$ cat config.mk
export PLATFORM = sky130hd
export DESIGN_NAME = sof_eof_crc16_frame_receiver_unit_flat
export DESIGN_NICKNAME = d
export VERILOG_FILES = /design/src/rtl/frx_pkg.sv /design/src/rtl/frx_stream_if.sv /design/src/rtl/sof_eof_crc16_frame_receiver_unit.sv /design/src/flat_wrapper.sv
export SDC_FILE = /design/constraint.sdc
export NUM_CORES = 1
export LEC_CHECK = 0
export BUFFER_PORTS_ARGS = -buffer_cell sky130_fd_sc_hd__buf_2
export CORE_MARGIN = 4
export CORE_UTILIZATION = 25
export DETAILED_ROUTE_END_ITERATION = 8
export GPL_TIMING_DRIVEN = 0
export SLEW_MARGIN = 25
export SYNTH_ARGS = -nofsm -noshare
export SYNTH_HDL_FRONTEND = slang
export SYNTH_SLANG_ARGS = --single-unit
$ cat constraint.sdc
create_clock -name clk -period 15.2 [get_ports clk]
set_input_delay 0.76 -clock clk [delete_from_list [all_inputs] [get_ports clk]]
set_output_delay 0.76 -clock clk [all_outputs]
set_load 0.01 [all_outputs]
$ cat src/rtl/frx_pkg.sv
// frx_pkg: shared types, codes and the crc byte update for the frame receiver
`default_nettype none

package frx_pkg;

  localparam int MAX_PAYLOAD_DEF = 512;
  localparam int MAX_LEN_W       = 10;
  localparam int CFG_IDX_W       = 2;
  localparam int CFG_DATA_W      = 10;

  localparam logic [15:0] CRC_SEED = 16'hFFFF;
  localparam logic [15:0] CRC_POLY = 16'h1021;

  localparam logic [MAX_LEN_W-1:0] MAX_LEN_RST    = 10'd512;
  localparam logic [7:0]           START_BYTE_RST = 8'hAA;
  localparam logic [7:0]           END_BYTE_RST   = 8'h55;

  typedef enum logic [CFG_IDX_W-1:0] {
    CFG_MAX_LEN    = 2'd0,
    CFG_START_BYTE = 2'd1,
    CFG_END_BYTE   = 2'd2
  } cfg_reg_t;

  typedef enum logic [2:0] {
    KIND_PAYLOAD   = 3'd0,
    KIND_GOOD      = 3'd1,
    KIND_CRC_ERR   = 3'd2,
    KIND_NO_END    = 3'd3,
    KIND_TOO_LONG  = 3'd4
  } kind_t;

  typedef struct packed {
    logic [7:0] rx_byte;
  } rx_item_t;

  typedef struct packed {
    logic [2:0]  result_kind;
    logic [7:0]  payload_byte;
    logic [8:0]  byte_index;
    logic [7:0]  message_type;
    logic [15:0] frame_length;
    logic [15:0] crc_received;
    logic [15:0] crc_computed;
    logic        end_of_frame;
  } res_item_t;

  // crc-16/ccitt, msb first, one byte
  function automatic logic [15:0] crc16_byte(input logic [15:0] crc_in,
                                             input logic [7:0]  data);
    logic [15:0] c;
    c = crc_in ^ {data, 8'h00};
    for (int i = 0; i < 8; i++) begin
      if (c[15]) begin
        c = {c[14:0], 1'b0} ^ CRC_POLY;
      end else begin
        c = {c[14:0], 1'b0};
      end
    end
    return c;
  endfunction

endpackage

`default_nettype wire

$ cat src/rtl/frx_stream_if.sv
// frx_stream_if: valid/ready channel carrying one request payload
`default_nettype none

interface frx_stream_if #(
  parameter type T = logic
);
  logic valid;
  logic ready;
  T     payload;

  modport source (output valid, output payload, input ready);
  modport sink   (input valid, input payload, output ready);
endinterface

`default_nettype wire

$ cat src/rtl/sof_eof_crc16_frame_receiver_unit.sv
// sof_eof_crc16_frame_receiver_unit: start/length/payload/crc-16/end frame receiver
// Takes one received byte per request and sustains one byte per clock cycle while
// out_res is not stalled. Each byte is first caught in an input register, then the
// frame state machine and the byte-wide crc-16/ccitt update (seed ffff, poly 1021,
// payload bytes only) run combinationally from it into the result register.
// Payload bytes come out as they arrive; the byte after the crc closes the frame
// with good, crc error or missing end byte, and a length field above the smaller
// of max_len_r and MAX_PAYLOAD closes it at once. The input register keeps one
// byte while a result waits on out_res.ready, so in_rx.ready only drops when both
// registers are full and the result side is stalled.
// Configuration writes are taken at any time but should only be made while idle.
`default_nettype none

module sof_eof_crc16_frame_receiver_unit #(
  parameter int MAX_PAYLOAD = frx_pkg::MAX_PAYLOAD_DEF
) (
  input  wire logic                            clk,
  input  wire logic                            rst_n,
  frx_stream_if.sink                           in_rx,
  frx_stream_if.source                         out_res,
  input  wire logic                            cfg_we,
  input  wire logic [frx_pkg::CFG_IDX_W-1:0]   cfg_idx,
  input  wire logic [frx_pkg::CFG_DATA_W-1:0]  cfg_wdata
);

  // longest length that can ever pass the limit check
  localparam int LIM_MAX = (MAX_PAYLOAD < 1023) ? MAX_PAYLOAD : 1023;
  localparam int CNT_W   = $clog2(LIM_MAX + 1);
  localparam logic [15:0] MAX_LEN16 = 16'(MAX_PAYLOAD);

  typedef enum logic [7:0] {
    PH_IDLE   = 8'b0000_0001,
    PH_TYPE   = 8'b0000_0010,
    PH_LEN_LO = 8'b0000_0100,
    PH_LEN_HI = 8'b0000_1000,
    PH_DATA   = 8'b0001_0000,
    PH_CRC_LO = 8'b0010_0000,
    PH_CRC_HI = 8'b0100_0000,
    PH_END    = 8'b1000_0000
  } phase_t;

  // configuration
  logic [frx_pkg::MAX_LEN_W-1:0] max_len_r;
  logic [7:0]                    start_byte_r;
  logic [7:0]                    end_byte_r;

  always_ff @(posedge clk) begin
    if (!rst_n) begin
      max_len_r    <= frx_pkg::MAX_LEN_RST;
      start_byte_r <= frx_pkg::START_BYTE_RST;
      end_byte_r   <= frx_pkg::END_BYTE_RST;
    end else if (cfg_we) begin
      unique case (cfg_idx)
        frx_pkg::CFG_MAX_LEN:    max_len_r    <= cfg_wdata[frx_pkg::MAX_LEN_W-1:0];
        frx_pkg::CFG_START_BYTE: start_byte_r <= cfg_wdata[7:0];
        frx_pkg::CFG_END_BYTE:   end_byte_r   <= cfg_wdata[7:0];
        default: ;
      endcase
    end
  end

  // input register
  logic       in_valid_r;
  logic [7:0] in_byte_r;
  logic       adv;
  logic       fire;
  logic       accept;

  assign adv         = !out_res.valid || out_res.ready;
  assign fire        = in_valid_r && adv;
  assign in_rx.ready = !in_valid_r || adv;
  assign accept      = in_rx.valid && in_rx.ready;

  always_ff @(posedge clk) begin
    if (!rst_n) begin
      in_valid_r <= 1'b0;
    end else if (accept) begin
      in_valid_r <= 1'b1;
    end else if (fire) begin
      in_valid_r <= 1'b0;
    end
  end

  always_ff @(posedge clk) begin
    if (accept) begin
      in_byte_r <= in_rx.payload.rx_byte;
    end
  end

  // frame state
  phase_t           phase_r,  phase_nxt;
  logic [7:0]       type_r,   type_nxt;
  logic [15:0]      length_r, length_nxt;
  logic [CNT_W-1:0] count_r,  count_nxt;
  logic [15:0]      crc_r,    crc_nxt;
  logic [7:0]       crc_lo_r, crc_lo_nxt;
  logic [7:0]       crc_hi_r, crc_hi_nxt;

  frx_pkg::res_item_t res_nxt;
  logic               has_res;

  logic [15:0]      limit;
  logic [15:0]      len_full;
  logic [CNT_W-1:0] cnt_inc;
  logic [15:0]      idx16;
  logic [15:0]      crc_rx;

  assign limit    = (16'(max_len_r) > MAX_LEN16) ? MAX_LEN16 : 16'(max_len_r);
  assign len_full = {in_byte_r, length_r[7:0]};
  assign cnt_inc  = count_r + 1'b1;
  assign idx16    = 16'(count_r);
  assign crc_rx   = {crc_hi_r, crc_lo_r};

  always_comb begin
    phase_nxt  = phase_r;
    type_nxt   = type_r;
    length_nxt = length_r;
    count_nxt  = count_r;
    crc_nxt    = crc_r;
    crc_lo_nxt = crc_lo_r;
    crc_hi_nxt = crc_hi_r;
    has_res    = 1'b0;
    res_nxt              = '0;
    res_nxt.message_type = type_r;
    res_nxt.frame_length = length_r;

    unique case (phase_r)
      PH_IDLE: begin
        if (in_byte_r == start_byte_r) begin
          count_nxt = '0;
          crc_nxt   = frx_pkg::CRC_SEED;
          phase_nxt = PH_TYPE;
        end
      end
      PH_TYPE: begin
        type_nxt  = in_byte_r;
        phase_nxt = PH_LEN_LO;
      end
      PH_LEN_LO: begin
        length_nxt = {8'h00, in_byte_r};
        phase_nxt  = PH_LEN_HI;
      end
      PH_LEN_HI: begin
        length_nxt = len_full;
        if (len_full > limit) begin
          has_res              = 1'b1;
          res_nxt.result_kind  = frx_pkg::KIND_TOO_LONG;
          res_nxt.frame_length = len_full;
          res_nxt.end_of_frame = 1'b1;
          phase_nxt            = PH_IDLE;
        end else if (len_full == 16'h0000) begin
          phase_nxt = PH_CRC_LO;
        end else begin
          phase_nxt = PH_DATA;
        end
      end
      PH_DATA: begin
        crc_nxt              = frx_pkg::crc16_byte(crc_r, in_byte_r);
        has_res              = 1'b1;
        res_nxt.result_kind  = frx_pkg::KIND_PAYLOAD;
        res_nxt.payload_byte = in_byte_r;
        res_nxt.byte_index   = idx16[8:0];
        count_nxt            = cnt_inc;
        if (16'(cnt_inc) >= length_r) begin
          phase_nxt = PH_CRC_LO;
        end
      end
      PH_CRC_LO: begin
        crc_lo_nxt = in_byte_r;
        phase_nxt  = PH_CRC_HI;
      end
      PH_CRC_HI: begin
        crc_hi_nxt = in_byte_r;
        phase_nxt  = PH_END;
      end
      PH_END: begin
        has_res              = 1'b1;
        res_nxt.end_of_frame = 1'b1;
        phase_nxt            = PH_IDLE;
        if (in_byte_r != end_byte_r) begin
          res_nxt.result_kind = frx_pkg::KIND_NO_END;
        end else begin
          res_nxt.result_kind  = (crc_rx == crc_r) ? frx_pkg::KIND_GOOD
                                                   : frx_pkg::KIND_CRC_ERR;
          res_nxt.crc_received = crc_rx;
          res_nxt.crc_computed = crc_r;
        end
      end
      default: begin
        phase_nxt = PH_IDLE;
      end
    endcase
  end

  always_ff @(posedge clk) begin
    if (!rst_n) begin
      phase_r <= PH_IDLE;
    end else if (fire) begin
      phase_r <= phase_nxt;
    end
  end

  always_ff @(posedge clk) begin
    if (fire) begin
      type_r   <= type_nxt;
      length_r <= length_nxt;
      count_r  <= count_nxt;
      crc_r    <= crc_nxt;
      crc_lo_r <= crc_lo_nxt;
      crc_hi_r <= crc_hi_nxt;
    end
  end

  // result register
  logic               out_valid_r;
  frx_pkg::res_item_t out_item_r;

  always_ff @(posedge clk) begin
    if (!rst_n) begin
      out_valid_r <= 1'b0;
    end else if (adv) begin
      out_valid_r <= fire && has_res;
    end
  end

  always_ff @(posedge clk) begin
    if (fire && has_res) begin
      out_item_r <= res_nxt;
    end
  end

  assign out_res.valid   = out_valid_r;
  assign out_res.payload = out_item_r;

  // checks
  a_verdict_to_idle: assert property (@(posedge clk) disable iff (!rst_n)
    fire && has_res && res_nxt.end_of_frame |=> phase_r == PH_IDLE)
    else $error("frame verdict did not return to idle");

  a_count_below_len: assert property (@(posedge clk) disable iff (!rst_n)
    phase_r == PH_DATA |-> 16'(count_r) < length_r)
    else $error("payload count reached length inside data phase");

  a_good_crc_match: assert property (@(posedge clk) disable iff (!rst_n)
    out_valid_r && out_item_r.result_kind == frx_pkg::KIND_GOOD
      |-> out_item_r.crc_received == out_item_r.crc_computed)
    else $error("good verdict with differing crc values");

  a_eof_kind: assert property (@(posedge clk) disable iff (!rst_n)
    out_valid_r |-> out_item_r.end_of_frame ==
                    (out_item_r.result_kind != frx_pkg::KIND_PAYLOAD))
    else $error("end_of_frame disagrees with result kind");

  a_stall_only_full: assert property (@(posedge clk) disable iff (!rst_n)
    !in_rx.ready |-> in_valid_r && out_valid_r && !out_res.ready)
    else $error("input stalled with a free register");

endmodule

`default_nettype wire

$ cat src/flat_wrapper.sv
// flat-port wrapper written by rule: the top's interface ports become plain ports
module sof_eof_crc16_frame_receiver_unit_flat 
#(
  parameter int MAX_PAYLOAD = frx_pkg::MAX_PAYLOAD_DEF
)
  (clk, rst_n, cfg_we, cfg_idx, cfg_wdata, in_rx_valid, in_rx_payload, in_rx_ready, out_res_valid, out_res_payload, out_res_ready);
  frx_stream_if #(.T(frx_pkg::rx_item_t)) in_rx_i ();
  frx_stream_if #(.T(frx_pkg::res_item_t)) out_res_i ();
  input  wire logic clk;
  input  wire logic rst_n;
  input  wire logic cfg_we;
  input  wire logic [frx_pkg::CFG_IDX_W-1:0] cfg_idx;
  input  wire logic [frx_pkg::CFG_DATA_W-1:0] cfg_wdata;
  input wire logic [$bits(in_rx_i.valid)-1:0] in_rx_valid;
  input wire logic [$bits(in_rx_i.payload)-1:0] in_rx_payload;
  output wire logic [$bits(in_rx_i.ready)-1:0] in_rx_ready;
  output wire logic [$bits(out_res_i.valid)-1:0] out_res_valid;
  output wire logic [$bits(out_res_i.payload)-1:0] out_res_payload;
  input wire logic [$bits(out_res_i.ready)-1:0] out_res_ready;
  assign in_rx_i.valid = in_rx_valid;
  assign in_rx_i.payload = in_rx_payload;
  assign in_rx_ready = in_rx_i.ready;
  assign out_res_valid = out_res_i.valid;
  assign out_res_payload = out_res_i.payload;
  assign out_res_i.ready = out_res_ready;
  sof_eof_crc16_frame_receiver_unit #(.MAX_PAYLOAD(MAX_PAYLOAD)) u_core (.clk(clk), .rst_n(rst_n), .in_rx(in_rx_i), .out_res(out_res_i), .cfg_we(cfg_we), .cfg_idx(cfg_idx), .cfg_wdata(cfg_wdata));
endmodule
* After elaboration in Yosys (flattened, before gate mapping)
Index checks and enable logic that the tools add are counted.
Storage, ports and cells: flip-flop bits (word level) 187, bits in latches 0, bits in writable memories 0, ROM bits 0, input bits 25, output and inout port bits 79, word-level logic and storage cells 113, memories kept 0
Operators by class: add/sub/neg operators 1, multiply operators 0, divide/modulo/power cells 0, $lt $le $gt $ge 3, eq/ne operators 15, shift operators 0, multiplexer cells 37, bitwise operators 11, reduce and logical (&&, ||, !) cells 24
Operators with widths (number):
- $mux W16 | 10
- $mux W13 | 8
- $pmux W16 S2 | 2
- $pmux W8 S7 | 1
- $not A3 Y3 | 8
- $mux W10 | 2
- $pmux W10 S2 | 1
- $eq A16 B16 Y1 | 1
- $ge A10 B16 Y1 | 1
- $gt A16 B16 Y1 | 1
- $logic_not A16 Y1 | 1
- $mux W8 | 2
- $xor A16 B16 Y16 | 1
- $reduce_and A2 Y1 | 7
- $mux W6 | 2
- $add A10 B1 Y10 const B | 1
- $gt A10 B10 Y1 const B | 1
- $reduce_and A3 Y1 | 3
- $eq A8 B1 Y1 const B | 1
- $eq A8 B2 Y1 const B | 1
- $eq A8 B3 Y1 const B | 1
- $eq A8 B4 Y1 const B | 1
- $eq A8 B5 Y1 const B | 1
- $eq A8 B6 Y1 const B | 1
- other kinds (19) | 32

* Longest topological paths before layout
depth after elaboration 25, gate-level depth with buffers 13, depth with buffers taken out 13

* Worst setup path after synthesis
No wires, ideal clock.
kind reg-to-reg, start register u_core.max_len_r[5] (netlist bit), end register u_core.out_item_r (netlist bit u_core.out_res.payload[0]) (enable), library setup time 0.537 ns, arrival 6.129 ns, path slack 8.534 ns, cell stages (with the launch flop) 14, path buffers 0, cells stage by stage dfxtp_1 nor4_1 nand2_1 o41ai_1 nand2_1 ha_1 nand4_1 nor3_1 a21oi_1 a2bb2oi_1 nand2_2 inv_2 a21oi_2 a21oi_1
Between the ends: cells in the longest elaborated chain, start to end 6
RTL lines:
- start: declaration | RTL line sof_eof_crc16_frame_receiver_unit.sv:43 | logic [frx_pkg::MAX_LEN_W-1:0] max_len_r;
- start signal: assignment | RTL line sof_eof_crc16_frame_receiver_unit.sv:49 | max_len_r <= frx_pkg::MAX_LEN_RST;
- start signal: assignment | RTL line sof_eof_crc16_frame_receiver_unit.sv:54 | frx_pkg::CFG_MAX_LEN: max_len_r <= cfg_wdata[frx_pkg::MAX_LEN_W-1:0];
- $gt A10 B10 Y1 | RTL line sof_eof_crc16_frame_receiver_unit.sv:108 | assign limit = (16'(max_len_r) > MAX_LEN16) ? MAX_LEN16 : 16'(max_len_r);
- $mux W10 (*) | RTL line sof_eof_crc16_frame_receiver_unit.sv:108
- $gt A16 B16 Y1 (*) | RTL line sof_eof_crc16_frame_receiver_unit.sv:145 | if (len_full > limit) begin
- $mux W1 (*) | RTL line sof_eof_crc16_frame_receiver_unit.sv:145
- $pmux W1 S2 (*) | RTL line sof_eof_crc16_frame_receiver_unit.sv:127 | unique case (phase_r)
- $logic_and A1 B1 Y1 (*) | RTL line sof_eof_crc16_frame_receiver_unit.sv:227 | if (fire && has_res) begin
- end signal: assignment | RTL line sof_eof_crc16_frame_receiver_unit.sv:228 | out_item_r <= res_nxt;
- end: declaration | RTL line sof_eof_crc16_frame_receiver_unit.sv:216 | frx_pkg::res_item_t out_item_r;
Every way passes the cells marked *; elsewhere a longest branch is shown, timed or not. A chain may end at the register's enable or synchronous reset.

* Worst setup path in the final report
start register u_core.max_len_r[5] (netlist bit), end register u_core.out_item_r (netlist bit u_core.out_res.payload[33]) (enable)
Same word-level chain as after synthesis.

==> impl_summary.log <==
INFO  metric reg2regPathDepth = 15
INFO  metric seqCellArea = 5255 um^2
INFO  metric pwr-share-clk = 41.9%
INFO  metric fin_worst_skew = ~0.014 ns
INFO  metric vias_per_cell = 4.181
INFO  metric chipWidth = 188.1 um
INFO  metric combinational_power_share = 3.3%
INFO  metric critical_path_required = 15.34 ns
INFO  metric htree_levels = 4
INFO  metric netlist_instances = 610
INFO  metric initial_utilization = 25.51%
INFO  metric worstMarginPinSlew = 0.8292 ns
INFO  metric cts_tree = done
INFO  metric critical_path.endpoint_type = flop
INFO  metric clk_latency = 0.44 ns
INFO  metric final_wirelength = 19.54 mm
INFO  metric hp-class = reg2reg
INFO  metric drc = 0
INFO  metric cts_buffer_depth = 2
INFO  metric final_layout_size_suffix_gt1_share = 20.93%
INFO  metric final-hold-violation-count = 0
INFO  metric r2r-start = u_core.max_len_r[5]$_SDFFE_PN0P_
INFO  metric grt_util_all_layers = about 11%
INFO  metric detailed_place_hpwl = roughly 15 mm
INFO  metric ys_seq_area_share = 64.78%
INFO  metric detail_route.iter0.violations = 343
INFO  metric grt-ovfl-total = 0
INFO  metric seq_power_share = between 50% and 60%
INFO  metric power.net_switching = 0.0002317 W
INFO  metric reg2reg_to = u_core.out_res.payload[33]$_DFFE_PP_
INFO  metric cts_repair_resize_count = 0
INFO  metric post_cts_hold_buffer_count = 0
INFO  metric io_buffer_count = 102
INFO  metric finalSetupViolCount = 0
INFO  metric leakagePower = roughly 3.6 nW
INFO  metric internal-power = 0.0007808 W
INFO  metric finalCritPeriodShare = 26.88%
INFO  metric worst_setup_path_endpoint = u_core.out_res.payload[33]$_DFFE_PP_
INFO  metric grt_pass1_wl = 29.97 mm
INFO  metric syn_avg_cell_area = 13.30 um^2
INFO  metric largest_net_degree_at_the_start_of_global_routing = 26
INFO  metric path_clk_slew = approximately 0.08 ns
INFO  metric run_status = finished clean
INFO  metric post-route-min-period = 4.085 ns
INFO  metric cts_inserted_buffers = 17
INFO  metric antenna_violations_before_repair = 0
INFO  metric timing_worst_setup_path_type = reg2reg
INFO  metric drv.max_cap_violation_count = 0
INFO  metric firstDrtPassIters = 5
INFO  metric antennaDiodeCount = 0
INFO  metric netSwitchingFraction = around 23%
INFO  metric start_kind = flop
INFO  metric ys_async_sr_fraction = 0%
INFO  metric cts_root_buffer = clkbuf_16
INFO  metric ff2ff_setup_slack = 11.11 ns
INFO  metric mostFrequentLayoutCells = 151 x edfxtp_1, 106 x buf_2, 64 x and2_1, 54 x xnor2_1, 43 x nand2_1
INFO  metric ir_worst_vdd = 0.08178 mV
INFO  metric critPathArrivalTime = 4.23 ns
INFO  metric design.portCount = around 100
INFO  metric dieArea = 35390 um^2
INFO  metric first_global_vias = 5055
INFO  metric rows = 65
INFO  metric syn2layout_area_growth = 21.93%
INFO  metric synth_edf_count = 151
INFO  metric timing.slew.headroom = 44.30%
INFO  metric gp_congestion = 0.8350
INFO  metric yosys_register_bits = 187
INFO  metric post_cts_buffers = 0
INFO  metric fmax = 244.8 MHz
INFO  metric synth.yosys.warnings = 0
INFO  metric syn_area = 8112 um^2
INFO  metric layout.cells.most_common = edfxtp_1
INFO  metric slew_viol_final = 0
INFO  metric ant_nets = 0
INFO  metric vias = between 4000 and 5000
INFO  metric filler_cell_count = roughly 3200
INFO  metric startpoint = u_core.max_len_r[5]$_SDFFE_PN0P_
INFO  metric yosysUniqueCellTypes = 53
INFO  metric cts_num_sinks = 187
INFO  metric worstPathMaxFanout = 22
INFO  metric wl_per_cell = between 15 and 20 um
INFO  metric synth_fp_nets = 656
INFO  metric design.core.area = 31800 um^2
INFO  metric setup_tns = 0 ns
INFO  metric nNetsFinal = between 700 and 800
INFO  metric multi_input_area = ~2700 um^2
INFO  metric synth_ff_type = edfxtp_1
INFO  metric pwr_density_cell = between 100 and 150 nW/um^2
INFO  metric power.total = 0.001013 W
INFO  metric die_h = 188.1 um
INFO  metric unrepaired_setup_endpoints_after_global_routing = false
==> cells by family (layout without fill, tap and decap cells) <==
logic type / Yosys count / count (layout) / share of synthesized area [%]
adders and majority gates: 21 / 21 / 3.239
xor gates and xnor gates: 65 / 65 / 7.018
AOI/OAI and AO/OA: 45 / 45 / 3.764
and+or+nand+nor: 223 / 223 / 15.78
muxes: 27 / 27 / 3.332
buffers and inverters: 42 / 182 / 2.082
DFF: 187 / 187 / 64.78
==> state kept, by name, indices dropped and copies added, names as in the netlist <==
signal                  count
u_core.type_r               8
u_core.out_res.valid        1
u_core.in_byte_r            8
u_core.crc_lo_r             8
u_core.out_res.payload     77
u_core.length_r            16
u_core.crc_r               16
u_core.crc_hi_r             8
u_core.count_r             10
u_core.end_byte_r           8
u_core.in_valid_r           1
u_core.start_byte_r         8
u_core.phase_r              8
u_core.max_len_r           10
==> area by class of cell <==
type | instances | share of cell area, %
Inverter | 17 | 0.6452
Tap cell | 435 | 5.503
Sequential cell | 187 | 53.13
Clock inverter | 15 | 1.354
Buffer | 25 | 1.063
Timing Repair Buffer | 108 | 6.528
Clock buffer | 17 | 4.301
Multi-Input combinational cell | 381 | 27.48
==> per-stage QoR <==
| stage | setup slack (ns) | util [%] | std cells | cell area [um^2] | hold WS, ns |
|---|---|---|---|---|---|
| 2_1_floorplan | 8.534 | - | 610 | 8112 | 0.4003 |
| 3_3_place_gp | 6.138 | 28.83 | 1147 | 9166 | 0.4033 |
| 3_5_place_dp | 11.16 | 29.34 | 1153 | 9331 | 0.4045 |
| 4_1_cts | 11.13 | 31.10 | 1185 | 9891 | 0.4212 |
| 5_1_grt | 10.87 | 31.10 | 1185 | 9891 | 0.4236 |
| 6_report | 11.11 | 31.10 | 1185 | 9891 | 0.4203 |
==> how the worst min path moves through the flow <==
stage / cells past startpoint / slack (ns) / start / endpoint
2_1_floorplan: 0 / 0.40 / u_core.type_r[0]$_DFFE_PP_ / u_core.out_res.payload[49]$_DFFE_PP_
5_1_grt: 0 / 0.42 / u_core.type_r[5]$_DFFE_PP_ / u_core.out_res.payload[54]$_DFFE_PP_
3_3_place_gp: 0 / 0.40 / u_core.type_r[5]$_DFFE_PP_ / u_core.out_res.payload[54]$_DFFE_PP_
6_report: 0 / 0.42 / u_core.type_r[0]$_DFFE_PP_ / u_core.out_res.payload[49]$_DFFE_PP_
3_5_place_dp: 0 / 0.40 / u_core.type_r[0]$_DFFE_PP_ / u_core.out_res.payload[49]$_DFFE_PP_
4_1_cts: 0 / 0.42 / u_core.type_r[5]$_DFFE_PP_ / u_core.out_res.payload[54]$_DFFE_PP_
==> power by group through the flow <==
stage / Clock, W / Sequential (W) / Combinational (W)
after detailed placement: 0 / 0.000567 / 0.0000337
after global routing: 0.000458 / 0.000555 / 0.0000373
after global placement: 0 / 0.000567 / 0.0000329
after floorplan: 0 / 0.000564 / 0.0000230
final: 0.000424 / 0.000555 / 0.0000336
after CTS: 0.000435 / 0.000555 / 0.0000338
==> cells in the mapped netlist (all sizes together) (2+ instances only) <==
cell     number  area share, %
o21a          3           0.28
xnor2        54            5.8
o21ai         8           0.49
a21o          9           0.83
nor3b         3           0.42
nor4b         2           0.40
dfxtp        36            8.9
a21oi        10           0.66
clkbuf       21           0.97
nand4        11           0.85
a2111oi       2           0.22
nor3          7           0.56
nand2b        6           0.46
and3         10           0.77
o2111ai       2           0.22
nand3         8           0.49
nor2b        30            2.3
and2         64            4.9
nand2        44            2.1
nand3b        2           0.19
ha           21            3.2
or4           2           0.23
nor2         21           0.97
buf           4           0.32
edfxtp      151             56
o211ai        3           0.28
mux2i        27            3.3
xor2         11            1.2
nor4          6           0.46
a31oi         2           0.15
inv          16           0.74
==> critical path: stages (launching register included) <==
cell and delay [ns]:
dfxtp_1 0.34, nor4_1 0.27, nand2_1 0.09, o41ai_1 0.33
nand2_1 0.14, ha_1 0.34, nand4_1 0.13, nor3_1 0.07
a21oi_1 0.13, a2bb2oi_1 0.55, nand2_2 0.27, inv_2 0.21
a21oi_2 0.09, a21oi_4 0.41, buf_16 0.23, buf_16 0.18
==> routing by layer <==
layer / GRT usage [%] / share of wire [%] / vias to the layer above
li1: - / - / 2431
met1: 14.87 / 46 / 2393
met2: 18.15 / 48 / 114
met3: 2.494 / 4.9 / 16
met4: 3.388 / 1.2 / 0
met5: 0 / 0 / -
Power figures use the tool's default switching activity.
